==> config.mk <==
export PLATFORM = sky130hd
export DESIGN_NAME = supply_window_fault_monitor
export DESIGN_NICKNAME = d
export VERILOG_FILES = /design/src/design/swfm_pkg.sv /design/src/design/supply_window_fault_monitor.sv
export SDC_FILE = /design/constraint.sdc
export NUM_CORES = 1
export LEC_CHECK = 0
export ABC_AREA = 1
export BUFFER_PORTS_ARGS = -buffer_cell sky130_fd_sc_hd__buf_2
export CAP_MARGIN = 20
export CORE_UTILIZATION = 60
export CTS_CLUSTER_SIZE = 12
export DETAILED_ROUTE_END_ITERATION = 16
export GPL_TIMING_DRIVEN = 0
export PLACE_DENSITY_LB_ADDON = 0.05
export REMOVE_ABC_BUFFERS = 1
export SKIP_CTS_REPAIR_TIMING = 1
export SLEW_MARGIN = 20
export SYNTH_ARGS = -nofsm -noshare
export SYNTH_HDL_FRONTEND = slang
export SYNTH_SLANG_ARGS = --single-unit
export TNS_END_PERCENT = 50
==> constraint.sdc <==
create_clock -name clk -period 8.85 [get_ports clk]
set_clock_uncertainty 0.1 [all_clocks]
set_input_delay 1.77 -clock clk [delete_from_list [all_inputs] [get_ports clk]]
set_output_delay 1.77 -clock clk [all_outputs]
set_load 0.02 [all_outputs]
==> src/design/swfm_pkg.sv <==
// Shared types and constants for the supply window fault monitor.
package swfm_pkg;

    localparam int unsigned UNIT_COUNT = 4;
    localparam int unsigned UNIT_IDX_W = (UNIT_COUNT > 1) ? $clog2(UNIT_COUNT) : 1;

    localparam int unsigned CFG_IDX_W = 3;
    localparam int unsigned CFG_DATA_W = 16;

    // configuration register indexes
    localparam logic [CFG_IDX_W-1:0] CFG_LINE_VOLT_LOWER = 3'd0;
    localparam logic [CFG_IDX_W-1:0] CFG_LINE_VOLT_UPPER = 3'd1;
    localparam logic [CFG_IDX_W-1:0] CFG_LINE_VOLT_HYST  = 3'd2;
    localparam logic [CFG_IDX_W-1:0] CFG_FREQ_LOWER      = 3'd3;
    localparam logic [CFG_IDX_W-1:0] CFG_FREQ_UPPER      = 3'd4;
    localparam logic [CFG_IDX_W-1:0] CFG_RAIL24_MIN      = 3'd5;
    localparam logic [CFG_IDX_W-1:0] CFG_RAIL5_MIN       = 3'd6;

    // configuration reset values
    localparam logic [15:0] RST_LINE_VOLT_LOWER = 16'd241;
    localparam logic [15:0] RST_LINE_VOLT_UPPER = 16'd364;
    localparam logic [15:0] RST_LINE_VOLT_HYST  = 16'd14;
    localparam logic [15:0] RST_FREQ_LOWER      = 16'd95;
    localparam logic [15:0] RST_FREQ_UPPER      = 16'd105;
    localparam logic [15:0] RST_RAIL24_MIN      = 16'd20;
    localparam logic [15:0] RST_RAIL5_MIN       = 16'd4;

    // rail release margin above the minimum
    localparam logic [15:0] RAIL_MARGIN = 16'd2;

    // fault codes
    localparam logic [2:0] FAULT_VOLT_LOW  = 3'd0;
    localparam logic [2:0] FAULT_VOLT_HIGH = 3'd1;
    localparam logic [2:0] FAULT_FREQ_LOW  = 3'd2;
    localparam logic [2:0] FAULT_FREQ_HIGH = 3'd3;
    localparam logic [2:0] FAULT_RAIL24    = 3'd4;
    localparam logic [2:0] FAULT_RAIL5     = 3'd5;

    typedef struct packed {
        logic [3:0]  unit;
        logic        alive;
        logic [15:0] line_volt;
        logic [15:0] line_freq;
        logic [15:0] rail24_a;
        logic [15:0] rail24_b;
        logic [15:0] rail5_a;
        logic [15:0] rail5_b;
        logic [31:0] stamp;
    } telemetry_t;

    typedef struct packed {
        logic [2:0]  fault_code;
        logic [3:0]  fault_unit;
        logic [31:0] fault_stamp;
        logic [31:0] fault_param;
        logic        last_event;
    } fault_event_t;

    // per-unit fault latches, one memory word
    typedef struct packed {
        logic volt;
        logic freq;
        logic rail24;
        logic rail5;
    } latch_t;

endpackage

==> src/design/supply_window_fault_monitor.sv <==
// Top level of the supply window fault monitor: latch memory, check stage, event serializer.
//
// Checks one telemetry transfer per supply unit tick against line voltage and
// frequency windows (with release hysteresis) and the 24 V / 5 V rail minimums,
// and emits up to four fault events per transfer, in the order line voltage,
// frequency, 24 V rail, 5 V rail; last_event marks the final one of a transfer.
// The four fault latches of each unit live in one small synchronous memory
// (one word per unit). A transfer is read from that memory at acceptance, checked
// in the next cycle and written back as it moves into the event buffer; a
// write that lands on the same unit as the read of the following transfer is
// bypassed into it. A transfer moves from the check stage into the event buffer
// once the buffer has no event left to load, and each event goes into the output
// register when that is free. The single output register drains one event per
// cycle while the receiver does not stall, so transfers raising at most one event
// are then taken every cycle, and a transfer raising more holds the next one
// back until its last event is loaded. Latch valid bits clear at reset,
// so the block is ready right after reset with no clearing pass. Telemetry for a
// unit that is not alive, or whose index is not below UNIT_COUNT, raises nothing
// and leaves the latches alone. Configuration writes are taken every cycle
// (cfg_ready is held high) and must only be issued while the block is idle.
module supply_window_fault_monitor
    import swfm_pkg::*;
(
    input  logic                  clk,
    input  logic                  rst_n,

    input  logic                  tlm_valid,
    output logic                  tlm_stall,
    input  telemetry_t            tlm,

    output logic                  evt_valid,
    input  logic                  evt_stall,
    output fault_event_t          evt,

    input  logic                  cfg_valid,
    output logic                  cfg_ready,
    input  logic [CFG_IDX_W-1:0]  cfg_index,
    input  logic [CFG_DATA_W-1:0] cfg_data
);

    // ------------------------------------------------------------------
    // Configuration registers
    // ------------------------------------------------------------------
    logic [15:0] volt_lower_reg, volt_upper_reg, volt_hyst_reg;
    logic [15:0] freq_lower_reg, freq_upper_reg;
    logic [15:0] rail24_min_reg, rail5_min_reg;

    assign cfg_ready = 1'b1;

    always_ff @(posedge clk or negedge rst_n)
    begin
        if (!rst_n)
        begin
            volt_lower_reg <= RST_LINE_VOLT_LOWER;
            volt_upper_reg <= RST_LINE_VOLT_UPPER;
            volt_hyst_reg  <= RST_LINE_VOLT_HYST;
            freq_lower_reg <= RST_FREQ_LOWER;
            freq_upper_reg <= RST_FREQ_UPPER;
            rail24_min_reg <= RST_RAIL24_MIN;
            rail5_min_reg  <= RST_RAIL5_MIN;
        end
        else if (cfg_valid && cfg_ready)
        begin
            unique case (cfg_index)
                CFG_LINE_VOLT_LOWER: volt_lower_reg <= cfg_data;
                CFG_LINE_VOLT_UPPER: volt_upper_reg <= cfg_data;
                CFG_LINE_VOLT_HYST:  volt_hyst_reg  <= cfg_data;
                CFG_FREQ_LOWER:      freq_lower_reg <= cfg_data;
                CFG_FREQ_UPPER:      freq_upper_reg <= cfg_data;
                CFG_RAIL24_MIN:      rail24_min_reg <= cfg_data;
                CFG_RAIL5_MIN:       rail5_min_reg  <= cfg_data;
                default:             ; // unmapped index, dropped
            endcase
        end
    end

    // ------------------------------------------------------------------
    // Handshake and pipeline control
    // ------------------------------------------------------------------
    logic                  s1_valid_reg;
    telemetry_t            s1_item_reg;
    logic                  s1_adv;
    logic                  s1_active;
    logic                  tlm_accept;

    logic [3:0]            buf_mask_reg;
    logic [3:0]            buf_mask_next;
    telemetry_t            buf_item_reg;
    logic [2:0]            buf_volt_code_reg;
    logic [2:0]            buf_freq_code_reg;

    logic                  out_free;
    logic                  evt_load;
    logic [3:0]            pick;
    logic [3:0]            remain;
    logic                  buf_done;

    logic                  evt_valid_reg;
    fault_event_t          evt_reg;
    fault_event_t          evt_next;

    assign out_free   = !evt_valid_reg || !evt_stall;
    assign evt_load   = (buf_mask_reg != 4'b0000) && out_free;
    assign pick       = buf_mask_reg & (~buf_mask_reg + 4'd1);   // lowest pending event
    assign remain     = buf_mask_reg & ~pick;
    assign buf_done   = (buf_mask_reg == 4'b0000) || (evt_load && (remain == 4'b0000));
    assign s1_adv     = s1_valid_reg && buf_done;
    assign tlm_stall  = s1_valid_reg && !s1_adv;
    assign tlm_accept = tlm_valid && !tlm_stall;

    // ------------------------------------------------------------------
    // Latch memory: one word per unit, read on transfer, written back on advance
    // ------------------------------------------------------------------
    latch_t                lat_mem [UNIT_COUNT];
    logic [UNIT_COUNT-1:0] lat_vld_reg;
    latch_t                rd_data_reg;
    logic                  rd_vld_reg;
    logic                  fwd_reg;
    latch_t                fwd_data_reg;

    logic [UNIT_IDX_W-1:0] rd_addr;
    logic [UNIT_IDX_W-1:0] wr_addr;
    logic                  wr_en;
    latch_t                wr_data;
    latch_t                cur;

    assign rd_addr = tlm.unit[UNIT_IDX_W-1:0];
    assign wr_addr = s1_item_reg.unit[UNIT_IDX_W-1:0];
    assign wr_en   = s1_adv && s1_active;

    always_ff @(posedge clk)
    begin
        if (wr_en)
        begin
            lat_mem[wr_addr] <= wr_data;
        end
    end

    always_ff @(posedge clk)
    begin
        if (tlm_accept)
        begin
            rd_data_reg  <= lat_mem[rd_addr];
            fwd_data_reg <= wr_data;
        end
    end

    always_ff @(posedge clk or negedge rst_n)
    begin
        if (!rst_n)
        begin
            lat_vld_reg <= '0;
            rd_vld_reg  <= 1'b0;
            fwd_reg     <= 1'b0;
        end
        else
        begin
            if (wr_en)
            begin
                lat_vld_reg[wr_addr] <= 1'b1;
            end
            if (tlm_accept)
            begin
                rd_vld_reg <= lat_vld_reg[rd_addr];
                // same-unit write at this edge is not yet visible in the read
                fwd_reg    <= wr_en && (wr_addr == rd_addr);
            end
        end
    end

    // bypass first, then memory; never-written units read as clear
    always_comb
    begin
        if (fwd_reg)
        begin
            cur = fwd_data_reg;
        end
        else if (rd_vld_reg)
        begin
            cur = rd_data_reg;
        end
        else
        begin
            cur = '0;
        end
    end

    // ------------------------------------------------------------------
    // Check stage
    // ------------------------------------------------------------------
    always_ff @(posedge clk or negedge rst_n)
    begin
        if (!rst_n)
        begin
            s1_valid_reg <= 1'b0;
        end
        else if (tlm_accept)
        begin
            s1_valid_reg <= 1'b1;
        end
        else if (s1_adv)
        begin
            s1_valid_reg <= 1'b0;
        end
    end

    always_ff @(posedge clk)
    begin
        if (tlm_accept)
        begin
            s1_item_reg <= tlm;
        end
    end

    assign s1_active = s1_item_reg.alive &&
                       ({1'b0, s1_item_reg.unit} < 5'(UNIT_COUNT));

    logic [15:0] volt_rel_lo, volt_rel_hi;
    logic [15:0] r24_rel, r5_rel;
    logic        volt_lo_hit, volt_hi_hit, volt_release;
    logic        freq_lo_hit, freq_hi_hit, freq_release;
    logic        r24_fire, r24_release;
    logic        r5_fire, r5_release;
    logic [3:0]  ev_mask;

    always_comb
    begin
        volt_rel_lo = volt_lower_reg + volt_hyst_reg;
        volt_rel_hi = volt_upper_reg - volt_hyst_reg;
        r24_rel     = rail24_min_reg + RAIL_MARGIN;
        r5_rel      = rail5_min_reg + RAIL_MARGIN;

        // line voltage window
        volt_lo_hit  = !cur.volt && (volt_lower_reg != 16'd0) &&
                       (s1_item_reg.line_volt < volt_lower_reg);
        volt_hi_hit  = !cur.volt && !volt_lo_hit && (volt_upper_reg != 16'd0) &&
                       (s1_item_reg.line_volt > volt_upper_reg);
        volt_release = (s1_item_reg.line_volt >= volt_rel_lo) &&
                       (s1_item_reg.line_volt <= volt_rel_hi);

        // frequency window, no hysteresis
        freq_lo_hit  = !cur.freq && (freq_lower_reg != 16'd0) &&
                       (s1_item_reg.line_freq < freq_lower_reg);
        freq_hi_hit  = !cur.freq && !freq_lo_hit && (freq_upper_reg != 16'd0) &&
                       (s1_item_reg.line_freq > freq_upper_reg);
        freq_release = (s1_item_reg.line_freq >= freq_lower_reg) &&
                       (s1_item_reg.line_freq <= freq_upper_reg);

        // rails
        r24_fire    = (rail24_min_reg != 16'd0) && !cur.rail24 &&
                      ((s1_item_reg.rail24_a < rail24_min_reg) ||
                       (s1_item_reg.rail24_b < rail24_min_reg));
        r24_release = (s1_item_reg.rail24_a >= r24_rel) &&
                      (s1_item_reg.rail24_b >= r24_rel);
        r5_fire     = (rail5_min_reg != 16'd0) && !cur.rail5 &&
                      ((s1_item_reg.rail5_a < rail5_min_reg) ||
                       (s1_item_reg.rail5_b < rail5_min_reg));
        r5_release  = (s1_item_reg.rail5_a >= r5_rel) &&
                      (s1_item_reg.rail5_b >= r5_rel);

        // next latch word
        if (cur.volt)
        begin
            wr_data.volt = !volt_release;
        end
        else
        begin
            wr_data.volt = volt_lo_hit || volt_hi_hit;
        end
        if (cur.freq)
        begin
            wr_data.freq = !freq_release;
        end
        else
        begin
            wr_data.freq = freq_lo_hit || freq_hi_hit;
        end
        if (r24_fire)
        begin
            wr_data.rail24 = 1'b1;
        end
        else
        begin
            wr_data.rail24 = cur.rail24 && !r24_release;
        end
        if (r5_fire)
        begin
            wr_data.rail5 = 1'b1;
        end
        else
        begin
            wr_data.rail5 = cur.rail5 && !r5_release;
        end

        if (s1_active)
        begin
            ev_mask = {r5_fire, r24_fire, freq_lo_hit || freq_hi_hit,
                       volt_lo_hit || volt_hi_hit};
        end
        else
        begin
            ev_mask = 4'b0000;
        end
    end

    // ------------------------------------------------------------------
    // Event buffer: holds one checked transfer while its events drain
    // ------------------------------------------------------------------
    always_comb
    begin
        buf_mask_next = buf_mask_reg;
        if (s1_adv)
        begin
            buf_mask_next = ev_mask;
        end
        else if (evt_load)
        begin
            buf_mask_next = remain;
        end
    end

    always_ff @(posedge clk or negedge rst_n)
    begin
        if (!rst_n)
        begin
            buf_mask_reg <= 4'b0000;
        end
        else
        begin
            buf_mask_reg <= buf_mask_next;
        end
    end

    always_ff @(posedge clk)
    begin
        if (s1_adv)
        begin
            buf_item_reg      <= s1_item_reg;
            buf_volt_code_reg <= volt_lo_hit ? FAULT_VOLT_LOW : FAULT_VOLT_HIGH;
            buf_freq_code_reg <= freq_lo_hit ? FAULT_FREQ_LOW : FAULT_FREQ_HIGH;
        end
    end

    // ------------------------------------------------------------------
    // Output register
    // ------------------------------------------------------------------
    always_comb
    begin
        evt_next.fault_unit  = buf_item_reg.unit;
        evt_next.fault_stamp = buf_item_reg.stamp;
        evt_next.last_event  = (remain == 4'b0000);
        if (pick[0])
        begin
            evt_next.fault_code  = buf_volt_code_reg;
            evt_next.fault_param = {16'd0, buf_item_reg.line_volt};
        end
        else if (pick[1])
        begin
            evt_next.fault_code  = buf_freq_code_reg;
            evt_next.fault_param = {16'd0, buf_item_reg.line_freq};
        end
        else if (pick[2])
        begin
            evt_next.fault_code  = FAULT_RAIL24;
            evt_next.fault_param = {buf_item_reg.rail24_b, buf_item_reg.rail24_a};
        end
        else
        begin
            evt_next.fault_code  = FAULT_RAIL5;
            evt_next.fault_param = {buf_item_reg.rail5_b, buf_item_reg.rail5_a};
        end
    end

    always_ff @(posedge clk or negedge rst_n)
    begin
        if (!rst_n)
        begin
            evt_valid_reg <= 1'b0;
        end
        else if (out_free)
        begin
            evt_valid_reg <= evt_load;
        end
    end

    always_ff @(posedge clk)
    begin
        if (evt_load)
        begin
            evt_reg <= evt_next;
        end
    end

    assign evt_valid = evt_valid_reg;
    assign evt       = evt_reg;

endmodule

==> metrics.yaml <==
synthMuxAreaShare_pct: 0
synth_seq_cells: 487
portBuffers: 230
p_leak_uw: 0.0119
max_clock_freq_ghz: 0.228
synth_edf_count: 363
worstPathArrival_ns: 2.52
slew_viol_final: 0
grtUsageTotal_pct: 29.0
cp-start-kind: "input port"
crit_type: "input port to primary output"
synth_sequential_area_ratio_pct: 59.1
vias: 16550
via_per_inst: 5.62
r2r_setup_slack_ns: 5.16
io_pins: 232
clockRootBuffer: "clkbuf_16"
cts_tree: "built"
num_antenna_cells: 0
reg2reg_depth: 19
insertion_delay_ns: 0.60
fp.dieArea_mm2: 0.0404
end_kind: "primary output"
die_x_um: 201
tns_ns: 0
synth_compound_area_share_pct: 8.60
critPathCapture: "tlm_stall"
min_period_ns: 4.39
max_stage_delay_ns: 0.15
slew_headroom_pct: 31.7
largest_reg_flops: 133
syn_avg_cell_area_um2: 11.1
worst_pin_slew_ns: 1.02
path_clk_slew_ns: 0.06
path_buf_inv: 4
clockBufferDepth: 3
h-tree-depth: 2
synth-async-reset-ratio_pct: 25.5
cap_violations: 0
die_y_um: 201
crit_path_top_delay_cell: "buf_2"
synth.distinct_cells: 47
critPathTopFamily: "simple AND/OR/NAND/NOR gates"
post-route-drc-count: 0
nNetsFinal: 2802
worstReg2RegEnd: "lat_mem[0][3]"
drtAntennaViolNets: 0
rsz0062_at_grt: "false"
coreArea_mm2: 0.0388
synth-xor-area-share_pct: 1.81
powerDensity_mw_per_mm2: 307
dp_hpwl_um: 42000
initial_utilization_pct: 61.2
synth_area_leader_cell: "edfxtp_1"
finalCritPeriodShare_pct: 49.6
synth_top_area_share_pct: 45.9
area_growth_pct: 14.2
firstDrtPassIters: 6
wl_um: 57200
synth_top_family_by_area: "adder cells"
cts_buffers: 50
drive_gt1_share_pct: 15.2
wire_per_inst_um: 19.4
worstSetupPathDepth: 8
grt_overflow: 0
syn_area_mm2: 0.0238
path_cells: "buf_2 -> nand2_1 -> nand4_1 -> nand2_2 -> inv_1 -> nand2_2 -> inv_1 -> buf_2"
grt_pass1_wl_um: 89700
min_path_type: "flop to flop"
synthCells: 2136
cp_max_fo: 3
stdcell_area_mm2: 0.0271
antenna_found_initial: 1
critPathLaunch: "evt_stall"
peakVddDrop_v: 0.000241
synth-simple-area-share_pct: 13.2
grt_max_degree: 77
yosys_most_used_dff: "edfxtp_1"
drt_iter0_markers: 1159
yosys-top-cells-area: "edfxtp_1 46%, ha_1 13%, dfrtp_1 10%"
status: "completed"
clock-sinks: 487
worstPathRequired_ns: 6.98
gp_congestion: 0.904
hold_viol_final: 0
dpl-instance-area_mm2: 0.0256
synthAdderAreaFrac_pct: 13.4
rows: 72
synth-warning-count: 0
grt_pass1_vias: 16682
setup_violations: 0
r2r-start: "volt_upper_reg[0]"
==> worst reg2reg max path, stage by stage (launching register included) <==
cell and delay, ns:
dfrtp_1 0.38, inv_1 0.08, ha_1 0.22, fa_1 0.41
o21ai_1 0.36, nand2_1 0.09, nand2_1 0.15, nand2_1 0.07
nand2_1 0.09, nand2_1 0.08, nand3b_1 0.08, nand2_1 0.06
ha_1 0.26, nand2_1 0.06, nor4_1 0.42, nand3_1 0.12
nand2_1 0.09, nand2_1 0.11, nand2_1 0.08, nand2_1 0.12
==> per-stage QoR <==
step                      total power, uW  hold WS [ns]  utilization (%)  setup WS, ns  cells
after CTS                            8370         0.318             69.9          4.46   2945
after detailed placement             6340         0.305             66.0          4.47   2858
final                                8320         0.317             69.9          4.46   2945
after global placement               6230         0.300             65.5          1.97   2852
after global routing                 8820         0.321             69.9          4.38   2945
after floorplan                      5400         0.300                -          3.53   2104
==> Yosys cell counts (7+ instances only) <==
cell type	n
a22o_1	19
edfxtp_1	363
a21oi_1	134
o21ai_0	176
inv_1	206
xnor2_1	17
nand4_1	44
nand3_1	39
dfrtp_1	98
ha_1	251
xor2_1	32
clkbuf_1	28
nor4_1	14
nor2_1	108
o21a_1	13
inv_2	9
dfstp_2	26
nand3b_1	7
nand2_1	474
nor3_1	13
==> kinds of logic after synthesis <==
kind of cell             Yosys count
AND/OR/NAND/NOR                  726
adder cells (fa/ha/maj)          253
AO/OA/AOI/OAI                    373
other                              1
XOR/XNOR                          49
flip-flops                       487
buffers and inverters            247
==> how the worst min path moves through the flow <==
stage,from,endpoint,depth (start not counted)
after floorplan,s1_item_reg[0],buf_item_reg[0],0
after global placement,s1_item_reg[3],buf_item_reg[3],0
after detailed placement,s1_item_reg[14],buf_item_reg[14],0
after CTS,s1_item_reg[14],buf_item_reg[14],0
after global routing,s1_item_reg[28],buf_item_reg[28],0
final,buf_item_reg[13],evt[46],0
==> layer usage <==
layer  wire (um)  track usage [%]  part of all wire [%]  up-vias
met4        2100             11.5                   3.7        2
met1       23100             36.2                    40     7973
met5          13                0                 0.023        -
met2       28800             50.4                    50      487
met3        3150             4.79                   5.5      119
li1            -                -                     -     7969
==> layout by cell type, fill, tap and decap left out, types with 5 or more instances in the layout <==
cell | netlist | routed
nand2_1 | 474 | 473
edfxtp_1 | 363 | 363
ha_1 | 251 | 251
buf_2 | 3 | 229
inv_1 | 206 | 203
o21ai_0 | 176 | 176
a21oi_1 | 134 | 134
nor2_1 | 108 | 106
dfrtp_1 | 98 | 98
clkbuf_16 | 0 | 52
nand4_1 | 44 | 44
nand3_1 | 39 | 39
xor2_1 | 32 | 32
dfstp_2 | 26 | 26
clkbuf_1 | 28 | 20
a22o_1 | 19 | 19
xnor2_1 | 17 | 17
nor4_1 | 14 | 14
o21a_1 | 13 | 13
nor3_1 | 13 | 13
inv_2 | 9 | 9
nand3b_1 | 7 | 7
clkinv_2 | 0 | 7
o21bai_1 | 6 | 6
o21ai_1 | 5 | 5
nand2_2 | 4 | 5
nand3_2 | 5 | 5
==> power by group <==
part,total (uW),switching [uW],internal [uW]
clock network,2010,862,1150
registers,3610,309,3310
logic,2700,1800,900
total,8320,2970,5350
==> layout make-up <==
class,count,area (um^2)
tap,518,648
clock inverter,14,139
timing repair buffer,236,1310
sequential,487,14000
clock buffer,73,1390
multi-input combinational,1402,8800
fill,2868,11700
inverter,215,825
(Power assumes the default switching activity.)
